===== src/design/tlvp_pkg.sv =====
// Shared types, constants and tagging function for the TLV packet parser.
`timescale 1ns / 1ps

package tlvp_pkg;

    // Limit on counted TLVs per packet and the counter width it needs
    localparam int MAX_TLVS = 64;
    localparam int CNT_W    = $clog2(MAX_TLVS + 1);

    // Depth of the queue between front and back
    localparam int QDEPTH = 4;
    localparam int QPTR_W = $clog2(QDEPTH);
    localparam int QCNT_W = $clog2(QDEPTH + 1);

    // Configuration register indexes
    localparam logic [1:0] CFG_MAGIC       = 2'd0;
    localparam logic [1:0] CFG_VERSION     = 2'd1;
    localparam logic [1:0] CFG_MAX_PACKET  = 2'd2;
    localparam logic [1:0] CFG_MAX_PAYLOAD = 2'd3;

    // Configuration reset values
    localparam logic [7:0]  MAGIC_RESET       = 8'd95;
    localparam logic [7:0]  VERSION_RESET     = 8'd1;
    localparam logic [16:0] MAX_PACKET_RESET  = 17'd1024;
    localparam logic [7:0]  MAX_PAYLOAD_RESET = 8'd192;

    // Header size and data TLV fixed part
    localparam logic [16:0] HEADER_BYTES = 17'd4;
    localparam logic [7:0]  DATA_MIN_LEN = 8'd26;

    // TLV type codes
    localparam logic [7:0] T_PAD1    = 8'd0;
    localparam logic [7:0] T_PADN    = 8'd1;
    localparam logic [7:0] T_ZERO_A  = 8'd2;
    localparam logic [7:0] T_ADDR    = 8'd3;
    localparam logic [7:0] T_NETHASH = 8'd4;
    localparam logic [7:0] T_ZERO_B  = 8'd5;
    localparam logic [7:0] T_NODE    = 8'd6;
    localparam logic [7:0] T_IDONLY  = 8'd7;
    localparam logic [7:0] T_DATA    = 8'd8;
    localparam logic [7:0] T_PAYLOAD = 8'd9;

    // Field codes
    localparam logic [3:0] F_HEADER   = 4'd0;
    localparam logic [3:0] F_PAD      = 4'd1;
    localparam logic [3:0] F_TYPE     = 4'd2;
    localparam logic [3:0] F_LENGTH   = 4'd3;
    localparam logic [3:0] F_ID       = 4'd4;
    localparam logic [3:0] F_SEQNO    = 4'd5;
    localparam logic [3:0] F_NODEHASH = 4'd6;
    localparam logic [3:0] F_NETHASH  = 4'd7;
    localparam logic [3:0] F_IP       = 4'd8;
    localparam logic [3:0] F_PORT     = 4'd9;
    localparam logic [3:0] F_PAYLOAD  = 4'd10;
    localparam logic [3:0] F_SKIPPED  = 4'd11;
    localparam logic [3:0] F_EXTRA    = 4'd12;
    localparam logic [3:0] F_IGNORED  = 4'd13;

    // Error codes
    localparam logic [3:0] E_NONE        = 4'd0;
    localparam logic [3:0] E_MAGIC       = 4'd1;
    localparam logic [3:0] E_VERSION     = 4'd2;
    localparam logic [3:0] E_TOO_LONG    = 4'd3;
    localparam logic [3:0] E_OVERRUN     = 4'd4;
    localparam logic [3:0] E_PADN        = 4'd5;
    localparam logic [3:0] E_LEN_NONZERO = 4'd6;
    localparam logic [3:0] E_DATA_LEN    = 4'd7;
    localparam logic [3:0] E_TOO_MANY    = 4'd8;

    // Parser phases
    typedef enum logic [3:0] {
        PH_H0,
        PH_H1,
        PH_H2,
        PH_H3,
        PH_TYPE,
        PH_LEN,
        PH_VALUE,
        PH_DONE,
        PH_ERR
    } phase_t;

    typedef struct packed {
        logic [7:0] in_byte;
        logic       first_byte;
    } in_t;

    typedef struct packed {
        logic [7:0] out_byte;
        logic [7:0] tlv_kind;
        logic [3:0] field_code;
        logic [7:0] field_offset;
        logic       tlv_done;
        logic       packet_done;
        logic [3:0] error_code;
        logic [6:0] tlv_total;
    } out_t;

    typedef struct packed {
        logic [7:0]  magic;
        logic [7:0]  version;
        logic [16:0] max_packet;
        logic [7:0]  max_payload;
    } cfg_t;

    // Classified request passed from front to back
    typedef struct packed {
        logic [7:0] data;
        logic [7:0] kind;
        logic [3:0] field;
        logic [7:0] offset;
        logic       is_value;
        logic       tlv_done;
        logic       packet_done;
        logic [3:0] error_code;
        logic [6:0] tlv_total;
    } rec_t;

    typedef struct packed {
        logic [3:0] field;
        logic [7:0] offset;
    } tag_t;

    // Map a value byte of a TLV to its field and offset within the field
    function automatic tag_t tag_value(logic [7:0] t, logic [7:0] o);
        tag_t r;
        r.field  = F_SKIPPED;
        r.offset = o;
        case (t)
            T_PADN:    r.field = F_PAD;
            T_ADDR:
            begin
                if (o < 8'd16)
                begin
                    r.field = F_IP;
                end
                else if (o < 8'd18)
                begin
                    r.field  = F_PORT;
                    r.offset = o - 8'd16;
                end
                else
                begin
                    r.field  = F_EXTRA;
                    r.offset = o - 8'd18;
                end
            end
            T_NETHASH:
            begin
                if (o < 8'd16)
                begin
                    r.field = F_NETHASH;
                end
                else
                begin
                    r.field  = F_EXTRA;
                    r.offset = o - 8'd16;
                end
            end
            T_NODE, T_DATA:
            begin
                if (o < 8'd8)
                begin
                    r.field = F_ID;
                end
                else if (o < 8'd10)
                begin
                    r.field  = F_SEQNO;
                    r.offset = o - 8'd8;
                end
                else if (o < DATA_MIN_LEN)
                begin
                    r.field  = F_NODEHASH;
                    r.offset = o - 8'd10;
                end
                else
                begin
                    r.field  = (t == T_DATA) ? F_PAYLOAD : F_EXTRA;
                    r.offset = o - DATA_MIN_LEN;
                end
            end
            T_IDONLY:
            begin
                if (o < 8'd8)
                begin
                    r.field = F_ID;
                end
                else
                begin
                    r.field  = F_EXTRA;
                    r.offset = o - 8'd8;
                end
            end
            T_PAYLOAD: r.field = F_PAYLOAD;
            default:   r.field = F_SKIPPED;
        endcase
        return r;
    endfunction

endpackage


===== src/design/tlv_packet_parser.sv =====
// A byte's result passes through the queue and then the output register before it is offered.
// Throughput: one byte per cycle while the queue is not full; the parse state in the front end updates once per byte.
// A four-entry queue lets the front keep taking bytes while the output is stalled.
// Reset (rst_n, asynchronous, active low) clears the parse to wait for the magic byte,
// empties the queue and output, and loads the configuration defaults.
`timescale 1ns / 1ps

module tlv_packet_parser (
    input  logic            clk,
    input  logic            rst_n,
    input  logic            in_valid,
    output logic            in_stall,
    input  tlvp_pkg::in_t   in_data,
    output logic            out_valid,
    input  logic            out_stall,
    output tlvp_pkg::out_t  out_data,
    input  logic            cfg_we,
    input  logic [1:0]      cfg_index,
    input  logic [16:0]     cfg_data
);

    tlvp_pkg::cfg_t  cfg_reg, cfg_next;
    logic            queue_full;
    logic            queue_empty;
    logic            push;
    logic            pop;
    tlvp_pkg::rec_t  push_data;
    tlvp_pkg::rec_t  head;

    // Decode configuration writes
    always_comb
    begin
        cfg_next = cfg_reg;
        if (cfg_we)
        begin
            unique case (cfg_index)
                tlvp_pkg::CFG_MAGIC:       cfg_next.magic       = cfg_data[7:0];
                tlvp_pkg::CFG_VERSION:     cfg_next.version     = cfg_data[7:0];
                tlvp_pkg::CFG_MAX_PACKET:  cfg_next.max_packet  = cfg_data;
                tlvp_pkg::CFG_MAX_PAYLOAD: cfg_next.max_payload = cfg_data[7:0];
                default:                   cfg_next = cfg_reg;
            endcase
        end
    end

    always_ff @(posedge clk or negedge rst_n)
    begin
        if (!rst_n)
        begin
            cfg_reg.magic       <= tlvp_pkg::MAGIC_RESET;
            cfg_reg.version     <= tlvp_pkg::VERSION_RESET;
            cfg_reg.max_packet  <= tlvp_pkg::MAX_PACKET_RESET;
            cfg_reg.max_payload <= tlvp_pkg::MAX_PAYLOAD_RESET;
        end
        else
        begin
            cfg_reg <= cfg_next;
        end
    end

    tlvp_front u_front (
        .clk        (clk),
        .rst_n      (rst_n),
        .cfg        (cfg_reg),
        .in_valid   (in_valid),
        .in_data    (in_data),
        .queue_full (queue_full),
        .in_stall   (in_stall),
        .push       (push),
        .push_data  (push_data)
    );

    tlvp_queue u_queue (
        .clk       (clk),
        .rst_n     (rst_n),
        .push      (push),
        .push_data (push_data),
        .pop       (pop),
        .pop_data  (head),
        .full      (queue_full),
        .empty     (queue_empty)
    );

    tlvp_back u_back (
        .clk         (clk),
        .rst_n       (rst_n),
        .queue_empty (queue_empty),
        .head        (head),
        .pop         (pop),
        .out_valid   (out_valid),
        .out_stall   (out_stall),
        .out_data    (out_data)
    );

endmodule


===== src/design/tlvp_front.sv =====
// Front end: accepts bytes, runs the packet parse state and classifies each byte.
`timescale 1ns / 1ps

module tlvp_front (
    input  logic             clk,
    input  logic             rst_n,
    input  tlvp_pkg::cfg_t   cfg,
    input  logic             in_valid,
    input  tlvp_pkg::in_t    in_data,
    input  logic             queue_full,
    output logic             in_stall,
    output logic             push,
    output tlvp_pkg::rec_t   push_data
);

    tlvp_pkg::phase_t          phase_reg, phase_next;
    logic [15:0]               body_len_reg, body_len_next;
    logic [15:0]               body_pos_reg, body_pos_next;
    logic [7:0]                type_reg, type_next;
    logic [7:0]                remain_reg, remain_next;
    logic [7:0]                offset_reg, offset_next;
    logic [tlvp_pkg::CNT_W-1:0] count_reg, count_next;
    logic [3:0]                error_reg, error_next;

    // Current state, with a packet start marker clearing the parse
    tlvp_pkg::phase_t          cur_phase;
    logic [15:0]               cur_len;
    logic [15:0]               cur_pos;
    logic [7:0]                cur_type;
    logic [7:0]                cur_remain;
    logic [7:0]                cur_offset;
    logic [tlvp_pkg::CNT_W-1:0] cur_count;
    logic [3:0]                cur_error;

    logic [7:0]  b;
    logic [15:0] len_full;
    logic [15:0] pos_inc;
    logic [15:0] len_room;
    logic [7:0]  remain_dec;
    logic        counted_type;
    logic        count_full;
    logic        pos_at_end;
    logic        accept;

    logic [3:0]  err;
    logic        tlv_end;
    logic        pkt_end;

    assign accept   = in_valid && !queue_full;
    assign in_stall = queue_full;
    assign push     = accept;

    assign b          = in_data.in_byte;
    assign cur_phase  = in_data.first_byte ? tlvp_pkg::PH_H0 : phase_reg;
    assign cur_len    = in_data.first_byte ? 16'd0 : body_len_reg;
    assign cur_pos    = in_data.first_byte ? 16'd0 : body_pos_reg;
    assign cur_type   = in_data.first_byte ? 8'd0 : type_reg;
    assign cur_remain = in_data.first_byte ? 8'd0 : remain_reg;
    assign cur_offset = in_data.first_byte ? 8'd0 : offset_reg;
    assign cur_count  = in_data.first_byte ? '0 : count_reg;
    assign cur_error  = in_data.first_byte ? tlvp_pkg::E_NONE : error_reg;

    assign len_full     = {cur_len[15:8], b};
    assign pos_inc      = cur_pos + 16'd1;
    assign len_room     = cur_len - pos_inc;
    assign remain_dec   = cur_remain - 8'd1;
    assign pos_at_end   = pos_inc >= cur_len;
    assign counted_type = (cur_type >= tlvp_pkg::T_PADN) && (cur_type <= tlvp_pkg::T_PAYLOAD);
    assign count_full   = cur_count >= tlvp_pkg::CNT_W'(tlvp_pkg::MAX_TLVS);

    // Check the byte against the current phase
    always_comb
    begin
        err     = tlvp_pkg::E_NONE;
        tlv_end = 1'b0;
        pkt_end = 1'b0;
        unique case (cur_phase)
            tlvp_pkg::PH_H0:
            begin
                if (b != cfg.magic)
                begin
                    err = tlvp_pkg::E_MAGIC;
                end
            end
            tlvp_pkg::PH_H1:
            begin
                if (b != cfg.version)
                begin
                    err = tlvp_pkg::E_VERSION;
                end
            end
            tlvp_pkg::PH_H2:
            begin
                err = tlvp_pkg::E_NONE;
            end
            tlvp_pkg::PH_H3:
            begin
                if ({1'b0, len_full} + tlvp_pkg::HEADER_BYTES > cfg.max_packet)
                begin
                    err = tlvp_pkg::E_TOO_LONG;
                end
                else if (len_full == 16'd0)
                begin
                    pkt_end = 1'b1;
                end
            end
            tlvp_pkg::PH_TYPE:
            begin
                if (b == tlvp_pkg::T_PAD1)
                begin
                    tlv_end = 1'b1;
                end
                else if (pos_at_end)
                begin
                    err = tlvp_pkg::E_OVERRUN;
                end
            end
            tlvp_pkg::PH_LEN:
            begin
                if ({8'd0, b} > len_room)
                begin
                    err = tlvp_pkg::E_OVERRUN;
                end
                else if ((cur_type == tlvp_pkg::T_ZERO_A || cur_type == tlvp_pkg::T_ZERO_B)
                         && b != 8'd0)
                begin
                    err = tlvp_pkg::E_LEN_NONZERO;
                end
                else if (cur_type == tlvp_pkg::T_DATA && (b < tlvp_pkg::DATA_MIN_LEN
                         || (b - tlvp_pkg::DATA_MIN_LEN) > cfg.max_payload))
                begin
                    err = tlvp_pkg::E_DATA_LEN;
                end
                else if (b == 8'd0)
                begin
                    if (counted_type && count_full)
                    begin
                        err = tlvp_pkg::E_TOO_MANY;
                    end
                    else
                    begin
                        tlv_end = 1'b1;
                    end
                end
            end
            tlvp_pkg::PH_VALUE:
            begin
                if (cur_type == tlvp_pkg::T_PADN && b != 8'd0)
                begin
                    err = tlvp_pkg::E_PADN;
                end
                else if (remain_dec == 8'd0)
                begin
                    if (counted_type && count_full)
                    begin
                        err = tlvp_pkg::E_TOO_MANY;
                    end
                    else
                    begin
                        tlv_end = 1'b1;
                    end
                end
            end
            tlvp_pkg::PH_DONE, tlvp_pkg::PH_ERR:
            begin
                err = tlvp_pkg::E_NONE;
            end
            default:
            begin
                err = tlvp_pkg::E_NONE;
            end
        endcase
        if (tlv_end && pos_at_end)
        begin
            pkt_end = 1'b1;
        end
    end

    // Next phase
    always_comb
    begin
        phase_next = cur_phase;
        if (err != tlvp_pkg::E_NONE)
        begin
            phase_next = tlvp_pkg::PH_ERR;
        end
        else if (tlv_end)
        begin
            phase_next = pkt_end ? tlvp_pkg::PH_DONE : tlvp_pkg::PH_TYPE;
        end
        else
        begin
            unique case (cur_phase)
                tlvp_pkg::PH_H0:    phase_next = tlvp_pkg::PH_H1;
                tlvp_pkg::PH_H1:    phase_next = tlvp_pkg::PH_H2;
                tlvp_pkg::PH_H2:    phase_next = tlvp_pkg::PH_H3;
                tlvp_pkg::PH_H3:    phase_next = pkt_end ? tlvp_pkg::PH_DONE : tlvp_pkg::PH_TYPE;
                tlvp_pkg::PH_TYPE:  phase_next = tlvp_pkg::PH_LEN;
                tlvp_pkg::PH_LEN:   phase_next = tlvp_pkg::PH_VALUE;
                tlvp_pkg::PH_VALUE: phase_next = tlvp_pkg::PH_VALUE;
                tlvp_pkg::PH_DONE:  phase_next = tlvp_pkg::PH_DONE;
                tlvp_pkg::PH_ERR:   phase_next = tlvp_pkg::PH_ERR;
                default:            phase_next = tlvp_pkg::PH_ERR;
            endcase
        end
    end

    // Parse registers and the classified request
    always_comb
    begin
        body_len_next = cur_len;
        body_pos_next = cur_pos;
        type_next     = cur_type;
        remain_next   = cur_remain;
        offset_next   = cur_offset;
        count_next    = cur_count;
        error_next    = (err != tlvp_pkg::E_NONE) ? err : cur_error;

        push_data.data     = b;
        push_data.kind     = 8'd0;
        push_data.field    = tlvp_pkg::F_IGNORED;
        push_data.offset   = 8'd0;
        push_data.is_value = 1'b0;

        unique case (cur_phase)
            tlvp_pkg::PH_H0, tlvp_pkg::PH_H1, tlvp_pkg::PH_H2, tlvp_pkg::PH_H3:
            begin
                push_data.field  = tlvp_pkg::F_HEADER;
                push_data.offset = {4'd0, cur_phase};
                if (cur_phase == tlvp_pkg::PH_H2)
                begin
                    body_len_next = {b, 8'd0};
                end
                else if (cur_phase == tlvp_pkg::PH_H3)
                begin
                    body_len_next = len_full;
                end
            end
            tlvp_pkg::PH_TYPE:
            begin
                body_pos_next = pos_inc;
                if (b == tlvp_pkg::T_PAD1)
                begin
                    push_data.field = tlvp_pkg::F_PAD;
                end
                else
                begin
                    push_data.field = tlvp_pkg::F_TYPE;
                    push_data.kind  = b;
                    type_next       = b;
                end
            end
            tlvp_pkg::PH_LEN:
            begin
                body_pos_next   = pos_inc;
                push_data.field = tlvp_pkg::F_LENGTH;
                push_data.kind  = cur_type;
                remain_next     = b;
                offset_next     = 8'd0;
            end
            tlvp_pkg::PH_VALUE:
            begin
                body_pos_next      = pos_inc;
                push_data.kind     = cur_type;
                push_data.offset   = cur_offset;
                push_data.is_value = 1'b1;
                remain_next        = remain_dec;
                offset_next        = cur_offset + 8'd1;
            end
            tlvp_pkg::PH_DONE, tlvp_pkg::PH_ERR:
            begin
                push_data.field = tlvp_pkg::F_IGNORED;
            end
            default:
            begin
                push_data.field = tlvp_pkg::F_IGNORED;
            end
        endcase

        // Count completed TLVs of counted types; single Pad1 bytes are excluded, PadN TLVs are counted
        if (tlv_end && cur_phase != tlvp_pkg::PH_TYPE && counted_type)
        begin
            count_next = cur_count + tlvp_pkg::CNT_W'(1);
        end

        push_data.tlv_done    = tlv_end;
        push_data.packet_done = pkt_end && (err == tlvp_pkg::E_NONE);
        push_data.error_code  = error_next;
        push_data.tlv_total   = 7'(count_next);
    end

    // Advance parse state on each accepted byte
    always_ff @(posedge clk or negedge rst_n)
    begin
        if (!rst_n)
        begin
            phase_reg    <= tlvp_pkg::PH_H0;
            body_len_reg <= 16'd0;
            body_pos_reg <= 16'd0;
            type_reg     <= 8'd0;
            remain_reg   <= 8'd0;
            offset_reg   <= 8'd0;
            count_reg    <= '0;
            error_reg    <= tlvp_pkg::E_NONE;
        end
        else if (accept)
        begin
            phase_reg    <= phase_next;
            body_len_reg <= body_len_next;
            body_pos_reg <= body_pos_next;
            type_reg     <= type_next;
            remain_reg   <= remain_next;
            offset_reg   <= offset_next;
            count_reg    <= count_next;
            error_reg    <= error_next;
        end
    end

endmodule


===== src/design/tlvp_queue.sv =====
// Short FIFO of classified requests between front and back.
`timescale 1ns / 1ps

module tlvp_queue (
    input  logic            clk,
    input  logic            rst_n,
    input  logic            push,
    input  tlvp_pkg::rec_t  push_data,
    input  logic            pop,
    output tlvp_pkg::rec_t  pop_data,
    output logic            full,
    output logic            empty
);

    tlvp_pkg::rec_t                  entry_reg [tlvp_pkg::QDEPTH];
    logic [tlvp_pkg::QPTR_W-1:0]     wr_ptr_reg, wr_ptr_next;
    logic [tlvp_pkg::QPTR_W-1:0]     rd_ptr_reg, rd_ptr_next;
    logic [tlvp_pkg::QCNT_W-1:0]     count_reg, count_next;
    logic                            do_push;
    logic                            do_pop;

    assign full     = count_reg == tlvp_pkg::QCNT_W'(tlvp_pkg::QDEPTH);
    assign empty    = count_reg == '0;
    assign do_push  = push && !full;
    assign do_pop   = pop && !empty;
    assign pop_data = entry_reg[rd_ptr_reg];

    // Advance pointers and occupancy
    always_comb
    begin
        wr_ptr_next = do_push ? wr_ptr_reg + tlvp_pkg::QPTR_W'(1) : wr_ptr_reg;
        rd_ptr_next = do_pop ? rd_ptr_reg + tlvp_pkg::QPTR_W'(1) : rd_ptr_reg;
        count_next  = count_reg;
        if (do_push && !do_pop)
        begin
            count_next = count_reg + tlvp_pkg::QCNT_W'(1);
        end
        else if (!do_push && do_pop)
        begin
            count_next = count_reg - tlvp_pkg::QCNT_W'(1);
        end
    end

    always_ff @(posedge clk or negedge rst_n)
    begin
        if (!rst_n)
        begin
            wr_ptr_reg <= '0;
            rd_ptr_reg <= '0;
            count_reg  <= '0;
        end
        else
        begin
            wr_ptr_reg <= wr_ptr_next;
            rd_ptr_reg <= rd_ptr_next;
            count_reg  <= count_next;
        end
    end

    // Store the incoming request
    always_ff @(posedge clk)
    begin
        if (do_push)
        begin
            entry_reg[wr_ptr_reg] <= push_data;
        end
    end

endmodule


===== src/design/tlvp_back.sv =====
// Back end: tags value bytes with their field and drives the output register.
`timescale 1ns / 1ps

module tlvp_back (
    input  logic            clk,
    input  logic            rst_n,
    input  logic            queue_empty,
    input  tlvp_pkg::rec_t  head,
    output logic            pop,
    output logic            out_valid,
    input  logic            out_stall,
    output tlvp_pkg::out_t  out_data
);

    logic            out_valid_reg, out_valid_next;
    tlvp_pkg::out_t  out_data_reg, out_data_next;
    tlvp_pkg::tag_t  tag;

    assign out_valid = out_valid_reg;
    assign out_data  = out_data_reg;

    // Take the head request when the output register is free or draining
    assign pop = !queue_empty && (!out_valid_reg || !out_stall);

    assign tag = tlvp_pkg::tag_value(head.kind, head.offset);

    // Build the result from the head request
    always_comb
    begin
        out_data_next.out_byte     = head.data;
        out_data_next.tlv_kind     = head.kind;
        out_data_next.field_code   = head.is_value ? tag.field : head.field;
        out_data_next.field_offset = head.is_value ? tag.offset : head.offset;
        out_data_next.tlv_done     = head.tlv_done;
        out_data_next.packet_done  = head.packet_done;
        out_data_next.error_code   = head.error_code;
        out_data_next.tlv_total    = head.tlv_total;

        out_valid_next = out_valid_reg;
        if (pop)
        begin
            out_valid_next = 1'b1;
        end
        else if (!out_stall)
        begin
            out_valid_next = 1'b0;
        end
    end

    always_ff @(posedge clk or negedge rst_n)
    begin
        if (!rst_n)
        begin
            out_valid_reg <= 1'b0;
        end
        else
        begin
            out_valid_reg <= out_valid_next;
        end
    end

    // Hold the payload while stalled
    always_ff @(posedge clk)
    begin
        if (pop)
        begin
            out_data_reg <= out_data_next;
        end
    end

endmodule

===== config.mk =====
export PLATFORM = sky130hd
export DESIGN_NAME = tlv_packet_parser
export DESIGN_NICKNAME = d
export VERILOG_FILES = /design/src/design/tlvp_pkg.sv /design/src/design/tlv_packet_parser.sv /design/src/design/tlvp_front.sv /design/src/design/tlvp_queue.sv /design/src/design/tlvp_back.sv
export SDC_FILE = /design/constraint.sdc
export NUM_CORES = 1
export LEC_CHECK = 0
export BUFFER_PORTS_ARGS = -buffer_cell sky130_fd_sc_hd__buf_2
export CAP_MARGIN = 20
export CORE_MARGIN = 10
export CORE_UTILIZATION = 55
export DETAILED_ROUTE_END_ITERATION = 8
export PLACE_DENSITY_LB_ADDON = 0.25
export SLEW_MARGIN = 20
export SYNTH_ARGS = -nofsm -noshare
export SYNTH_HDL_FRONTEND = slang
export SYNTH_SLANG_ARGS = --single-unit

===== constraint.sdc =====
create_clock -name clk -period 6.1 [get_ports clk]
set_input_delay 1.525 -clock clk [delete_from_list [all_inputs] [get_ports clk]]
set_output_delay 1.525 -clock clk [all_outputs]
set_load 0.02 [all_outputs]

==> results_dict.tcl, run 1 <==
set metrics [dict create \
    period_needed_ns 5.46 \
    critPathKind "in2reg" \
    power_leakage_uw 0.00793 \
    wl_met1_um 19100 \
    vias 13376 \
    slew_violations 0 \
    seq_area_frac_synth_pct 50.5 \
    stdcell_area_sq_um 20200 \
    cts_resized 0 \
    core-area_sq_um 32500 \
    fp.dieH_um 202 \
    relSlewSlack_pct 36.8 \
    crit_start "in_data[0]" \
    portBuffers 75 \
    ys.flop_type "edfxtp_1" \
    dr_wl_met2_um 22400 \
    grt_pass1_vias 13365 \
    die-width_um 202 \
    postCtsSetupRepairBufs 0 \
    ys_warn_count 0 \
    htree_levels 2 \
    drtPass1Iterations 5 \
    cts-root-buf "clkbuf_16" \
    crit_path_start_kind "primary input" \
    cp_data_arrival_time_ns 5.78 \
    fin_crit_sh_pct 89.5 \
    hold_class "reg2reg" \
    rows 66 \
    clock_path_buffers 3 \
    yosys_register_bits 325 \
    detail_route.iter0.violations 1148 \
    worst_pin_slew_ns 0.940 \
    grt_setup_unrepaired "false" \
    synth_edf_count 205 \
    dp_hpwl_um 31400 \
    slowest_delay_ns 0.42 \
    placed_area_sq_um 19000 \
    setup-violations-final 0 \
    layout-drive-gt1-share_pct 18.1 \
    dr_wl_met3_um 2520 \
    antenna_left 0 \
    peakVddDrop_mv 0.306 \
    finalHoldViolCount 0 \
    ys_types 98 \
    clock-sinks 325 \
    hold_slack_ns 0.477 \
    finalWirelength_um 45400 \
    cts_tree "built" \
    start_util_pct 55.8 \
    async_reset_ff_share_pct 36.9 \
    fin_skew_ns 0.0262 \
    end_kind "register" \
    grt_use_total_pct 22.1 \
    cp_slowest_cell "and4_1" \
    rrSetupSlack_ns 1.19 \
    clk_latency_ns 0.54 \
    worstReg2RegStart "u_front.body_pos_reg[5]" \
    grt_max_degree 50 \
    syn_inst 1613 \
    drc 0 \
    via_per_inst 6.25 \
    synth_nets 1707 \
    ff2ff_path_depth 17 \
    grt_pass1_wl_um 73500 \
    die-area_sq_um 40700 \
    crit_end "u_queue.entry_reg[1][4]" \
    gr-total-overflow 0 \
    crit_required_ns 6.42 \
    largest_reg_flops 164 \
    cellPowerDensity_nw_per_um2 404 \
    syn_area_sq_um 18200 \
    clk_pin_slew_worst_paths_ns 0.06 \
    layout_commonest_cell "edfxtp_1" \
    grt_antenna_before_repair 0 \
    cts_hold_buf 0 \
    antennaDiodeCount 0 \
    path_cells "buf_4, inv_1, and2_1, inv_1, ha_1, nor2b_1, o31a_1, o21ai_2, a311oi_2, a211oi_2, xnor2_1, ha_1, nand3_1, o21bai_1, a21oi_1, and4_1, and4_1, a211oi_4, buf_4, o211ai_1, xor2_1" \
    max-cap-violations 0 \
    rr_endpoint "u_queue.entry_reg[1][4]" \
    gp_congestion 0.930 \
    fin_util_pct 62.1 \
    io_pins 76 \
    wl_per_cell_um 21.2 \
    critPathMaxFanout 7 \
    outcome "completed" \
    layout_common_cells "edfxtp_1 (205), nand2_1 (131), dfrtp_1 (108)" \
    fmax_mhz 183 \
    numCtsBuffers 36 \
    fin_setup_tns_ns 0 \
    area_growth_pct 11.3 \
    syn_avg_cell_area_sq_um 11.3 \
    top_layer_used "met4" \
    power.total_uw 8170 \
    final_nets 1764 \
]
==> logic make-up after synthesis <==
family	after synthesis	synth area share (%)
and+or+nand+nor	474	13.6
xor gates and xnor gates	88	4.29
adders and majority gates	62	4.34
buffers and inverters	172	3.90
muxes	91	8.14
DFF	325	50.5
AOI/OAI and AO/OA	401	15.2
==> cell type report <==
| type | count | area (sq um) |
|---|---|---|
| Fill cell | 2626 | 12300 |
| Sequential cell | 325 | 9170 |
| Multi-Input combinational cell | 1116 | 8310 |
| Clock buffer | 49 | 960 |
| Timing Repair Buffer | 118 | 716 |
| Tap cell | 442 | 553 |
| Inverter | 73 | 274 |
| Clock inverter | 16 | 215 |
==> power breakdown <==
part	internal (uW)	total [uW]	switching, uW
clock	1250	2140	892
sequential	2900	3210	308
combinational	1100	2810	1720
total	5250	8170	2920
==> stage by stage <==
stage | cells | setup WS (ns)
after floorplan | 1613 | 0.0112
after global placement | 2074 | 0.336
after global routing | 2139 | 0.343
after detailed placement | 2074 | 0.182
final | 2139 | 0.641
after CTS | 2139 | 0.715
==> how the worst min path moves through the flow <==
| stage | from | end | cells past startpoint |
|---|---|---|---|
| after floorplan | u_front.offset_reg[7] | u_front.offset_reg[7] | 1 |
| after global placement | u_front.offset_reg[7] | u_front.offset_reg[7] | 1 |
| after detailed placement | u_front.offset_reg[7] | u_front.offset_reg[7] | 1 |
| after CTS | u_front.offset_reg[7] | u_front.offset_reg[7] | 1 |
| after global routing | u_front.offset_reg[7] | u_front.offset_reg[7] | 1 |
| final | u_front.offset_reg[7] | u_front.offset_reg[7] | 1 |
==> synth_stat cells, types with 8 or more instances <==
| master | count | area (sq um) |
|---|---|---|
| edfxtp_1 | 205 | 6160 |
| nand2_1 | 131 | 492 |
| dfrtp_1 | 110 | 2750 |
| o21ai_0 | 93 | 465 |
| nor2_1 | 86 | 323 |
| inv_1 | 73 | 274 |
| a21oi_1 | 72 | 360 |
| clkbuf_1 | 65 | 244 |
| ha_1 | 59 | 738 |
| xnor2_1 | 52 | 455 |
| nand3_1 | 46 | 230 |
| mux2_2 | 43 | 484 |
| mux4_2 | 41 | 923 |
| xor2_1 | 35 | 307 |
| nor2b_1 | 32 | 200 |
| nor3_1 | 31 | 155 |
| a22o_1 | 28 | 245 |
| o211ai_1 | 22 | 165 |
| and2_1 | 18 | 113 |
| nand2b_1 | 17 | 106 |
| nand4_1 | 17 | 106 |
| a31oi_1 | 16 | 100 |
| and3_1 | 16 | 100 |
| o22ai_1 | 16 | 100 |
| a21o_1 | 15 | 113 |
| o21a_1 | 15 | 113 |
| a22oi_1 | 14 | 105 |
| buf_2 | 14 | 70.1 |
| nor4_1 | 13 | 81.3 |
| buf_1 | 12 | 45.0 |
| nor3b_1 | 12 | 90.1 |
| o31ai_1 | 11 | 82.6 |
| dfstp_2 | 10 | 263 |
| or3_1 | 10 | 62.6 |
| and4_1 | 8 | 70.1 |
| o2111ai_1 | 8 | 70.1 |
==> critical path, delay by kind of cell <==
family                   cells  cell delay, ns
AO/OA/AOI/OAI                8            1.56
buffers and inverters        4            0.57
XOR/XNOR                     2            0.40
adder cells (fa/ha/maj)      2            0.59
AND/OR/NAND/NOR              5            1.11
==> metal layers <==
metal | global-route usage, % | vias to the layer above
met3 | 3.36 | 96
met2 | 38.1 | 463
met1 | 28.0 | 6608
met5 | 0 | -
met4 | 7.57 | 0
li1 | - | 6209
Note: power is estimated with default switching activity, not from simulation.
==> inputs of run 2 (changes only) <==
--- a/config.mk
+++ b/config.mk
@@ -5,6 +5,7 @@
 export SDC_FILE = /design/constraint.sdc
 export NUM_CORES = 1
 export LEC_CHECK = 0
+export ABC_AREA = 1
 export BUFFER_PORTS_ARGS = -buffer_cell sky130_fd_sc_hd__buf_2
 export CAP_MARGIN = 20
 export CORE_MARGIN = 10
==> results_dict.tcl, run 2 <==
set metrics [dict create \
    postCtsSetupRepairBufs 0 \
    area_growth_pct 11.6 \
    synth_nets 2069 \
    gp_congestion 0.941 \
    syn_avg_cell_area_sq_um 9.05 \
    setup_slack_ns 1.08 \
    io_pins 76 \
    cp_data_arrival_time_ns 5.45 \
    antennaDiodeCount 0 \
    worstReg2RegStart "u_queue.rd_ptr_reg[1]" \
    dp_slack_ns 0.603 \
    rrSetupSlack_ns 1.89 \
    clk_pin_slew_worst_paths_ns 0.06 \
    syn_area_sq_um 17900 \
    detail_route.iter0.violations 1070 \
    portBuffers 75 \
    cts_tree "built" \
    syn_inst 1975 \
    placedCellCount 2440 \
    stdcell_count 2505 \
    yosys_register_bits 325 \
    hold_path_end "cfg_reg[15]" \
    fp.dieH_um 200 \
    min_path_cells 2 \
    seq_area_sq_um 9170 \
    synth.most_common_cell "nand2_1" \
    worst_pin_slew_ns 0.932 \
    cts-root-buf "clkbuf_16" \
    start_util_pct 56.2 \
    clock-sinks 325 \
    die-width_um 200 \
    outcome "completed" \
    wl_per_cell_um 18.0 \
    path_common_cell "nand2_1" \
    hp-start "cfg_reg[15]" \
    grt_setup_unrepaired "false" \
    period_needed_ns 5.02 \
    cts_resized 0 \
    fmax_mhz 199 \
    vias 13988 \
    nFillCells 2654 \
    grt_max_degree 88 \
    cp_slowest_cell "ha_1" \
    finalHoldViolCount 0 \
    slowest_delay_ns 0.35 \
    end_kind "register" \
    rows 65 \
    ys_warn_count 0 \
    gr-total-overflow 0 \
    power_leakage_uw 0.00860 \
    clk_latency_ns 0.53 \
    cellPowerDensity_nw_per_um2 416 \
    rr_endpoint "u_back.out_data[18]" \
    synthTopCellsByCount "nand2_1 (349), nor2_1 (238), inv_1 (228)" \
    htree_levels 2 \
    drc 0 \
    power.total_uw 8290 \
    relSlewSlack_pct 37.5 \
    layout-drive-gt1-share_pct 13.6 \
    final_nets 2137 \
    critPathKind "in2reg" \
    die-area_sq_um 40100 \
    antenna_left 0 \
    fin_skew_ns 0.0179 \
    slew_violations 0 \
    setup-violations-final 0 \
    ys_types 65 \
    grt_antenna_before_repair 1 \
    core-area_sq_um 31800 \
    synth_top_cell_by_area "edfxtp_1" \
    ys.flop_type "edfxtp_1" \
    dp_hpwl_um 31500 \
    layout_common_cells "nand2_1 (349), nor2_1 (233), inv_1 (227)" \
    multi_input_area_sq_um 7500 \
    async_reset_ff_share_pct 36.9 \
    hold_class "reg2reg" \
    synthTopCellsByArea "edfxtp_1 (34%), dfrtp_1 (15%), nand2_1 (7.3%)" \
    synth_top_area_share_pct 34.4 \
    largest_reg_flops 164 \
    crit_required_ns 6.53 \
    via_per_inst 5.58 \
    seq_area_frac_synth_pct 51.3 \
    layout_commonest_cell "nand2_1" \
    max-cap-violations 0 \
    ff2ff_path_depth 15 \
    peakVddDrop_mv 0.257 \
    numCtsBuffers 36 \
    drtPass1Iterations 6 \
    grt_pass1_wl_um 72400 \
    grt_use_total_pct 21.9 \
    critPathMaxFanout 27 \
    fin_crit_sh_pct 82.2 \
    grt_pass1_vias 13775 \
    fin_util_pct 62.8 \
    synth_edf_count 205 \
    cts_hold_buf 0 \
    finalWirelength_um 45000 \
    clock_path_buffers 3 \
    crit_path_start_kind "primary input" \
    fin_setup_tns_ns 0 \
]
## run 2: area by class of cell
cell class / instances / area share, %
flip-flops and latches: 325 / 46.0
inverters: 244 / 4.63
clock buffers: 51 / 5.20
clock inverters: 14 / 0.966
well taps: 435 / 2.73
repair buffers: 102 / 2.91
multi-input cells: 1334 / 37.6
## run 2: per-layer routing
layer  vias to the layer above  track usage [%]  share of wire [%]
met5                         -                0              0.044
met4                         2             7.95                2.9
met3                        97             4.45                7.1
met2                       433             35.8                 47
met1                      6614             28.4                 43
li1                       6842                -                  -
## run 2: cells by family after synthesis
| logic type | count (synthesis) | synth area share, % |
|---|---|---|
| buffers and inverters | 316 | 6.99 |
| XOR/XNOR | 66 | 3.40 |
| adder cells (fa/ha/maj) | 61 | 4.35 |
| AO/OA/AOI/OAI | 376 | 12.3 |
| multiplexers | 1 | 0.0630 |
| AND/OR/NAND/NOR | 830 | 21.6 |
| flip-flops | 325 | 51.3 |
## run 2: worst max path at each step
stage | startpoint | endpoint | slack, ns
6_report | in_data[0] | u_front.count_reg[1] | 1.08
5_1_grt | in_data[0] | u_front.count_reg[1] | 0.65
4_1_cts | in_data[0] | u_front.count_reg[1] | 1.15
3_5_place_dp | in_data[0] | u_front.count_reg[1] | 0.60
3_3_place_gp | in_data[0] | u_front.count_reg[1] | 0.73
2_1_floorplan | in_data[0] | u_queue.entry_reg[0][4] | 0.42
## run 2: worst max-delay path: cells and delay by family
| kind | cells | cell delay [ns] |
|---|---|---|
| fa+ha+maj | 2 | 0.63 |
| buf+inv | 2 | 0.40 |
| compound gates | 4 | 0.80 |
| xor+xnor | 1 | 0.16 |
| simple gates | 21 | 1.93 |
## run 2: per-stage QoR
stage,instance area (sq um),hold WS [ns]
floorplan,17900,0.449
global placement,18700,0.462
detailed placement,18700,0.469
CTS,20000,0.491
global route,20000,0.501
finish,20000,0.486
## run 2: power breakdown
part	switching, uW	internal, uW
Sequential	178	3000
Clock	885	1360
Combinational	2020	848
Total	3080	5210
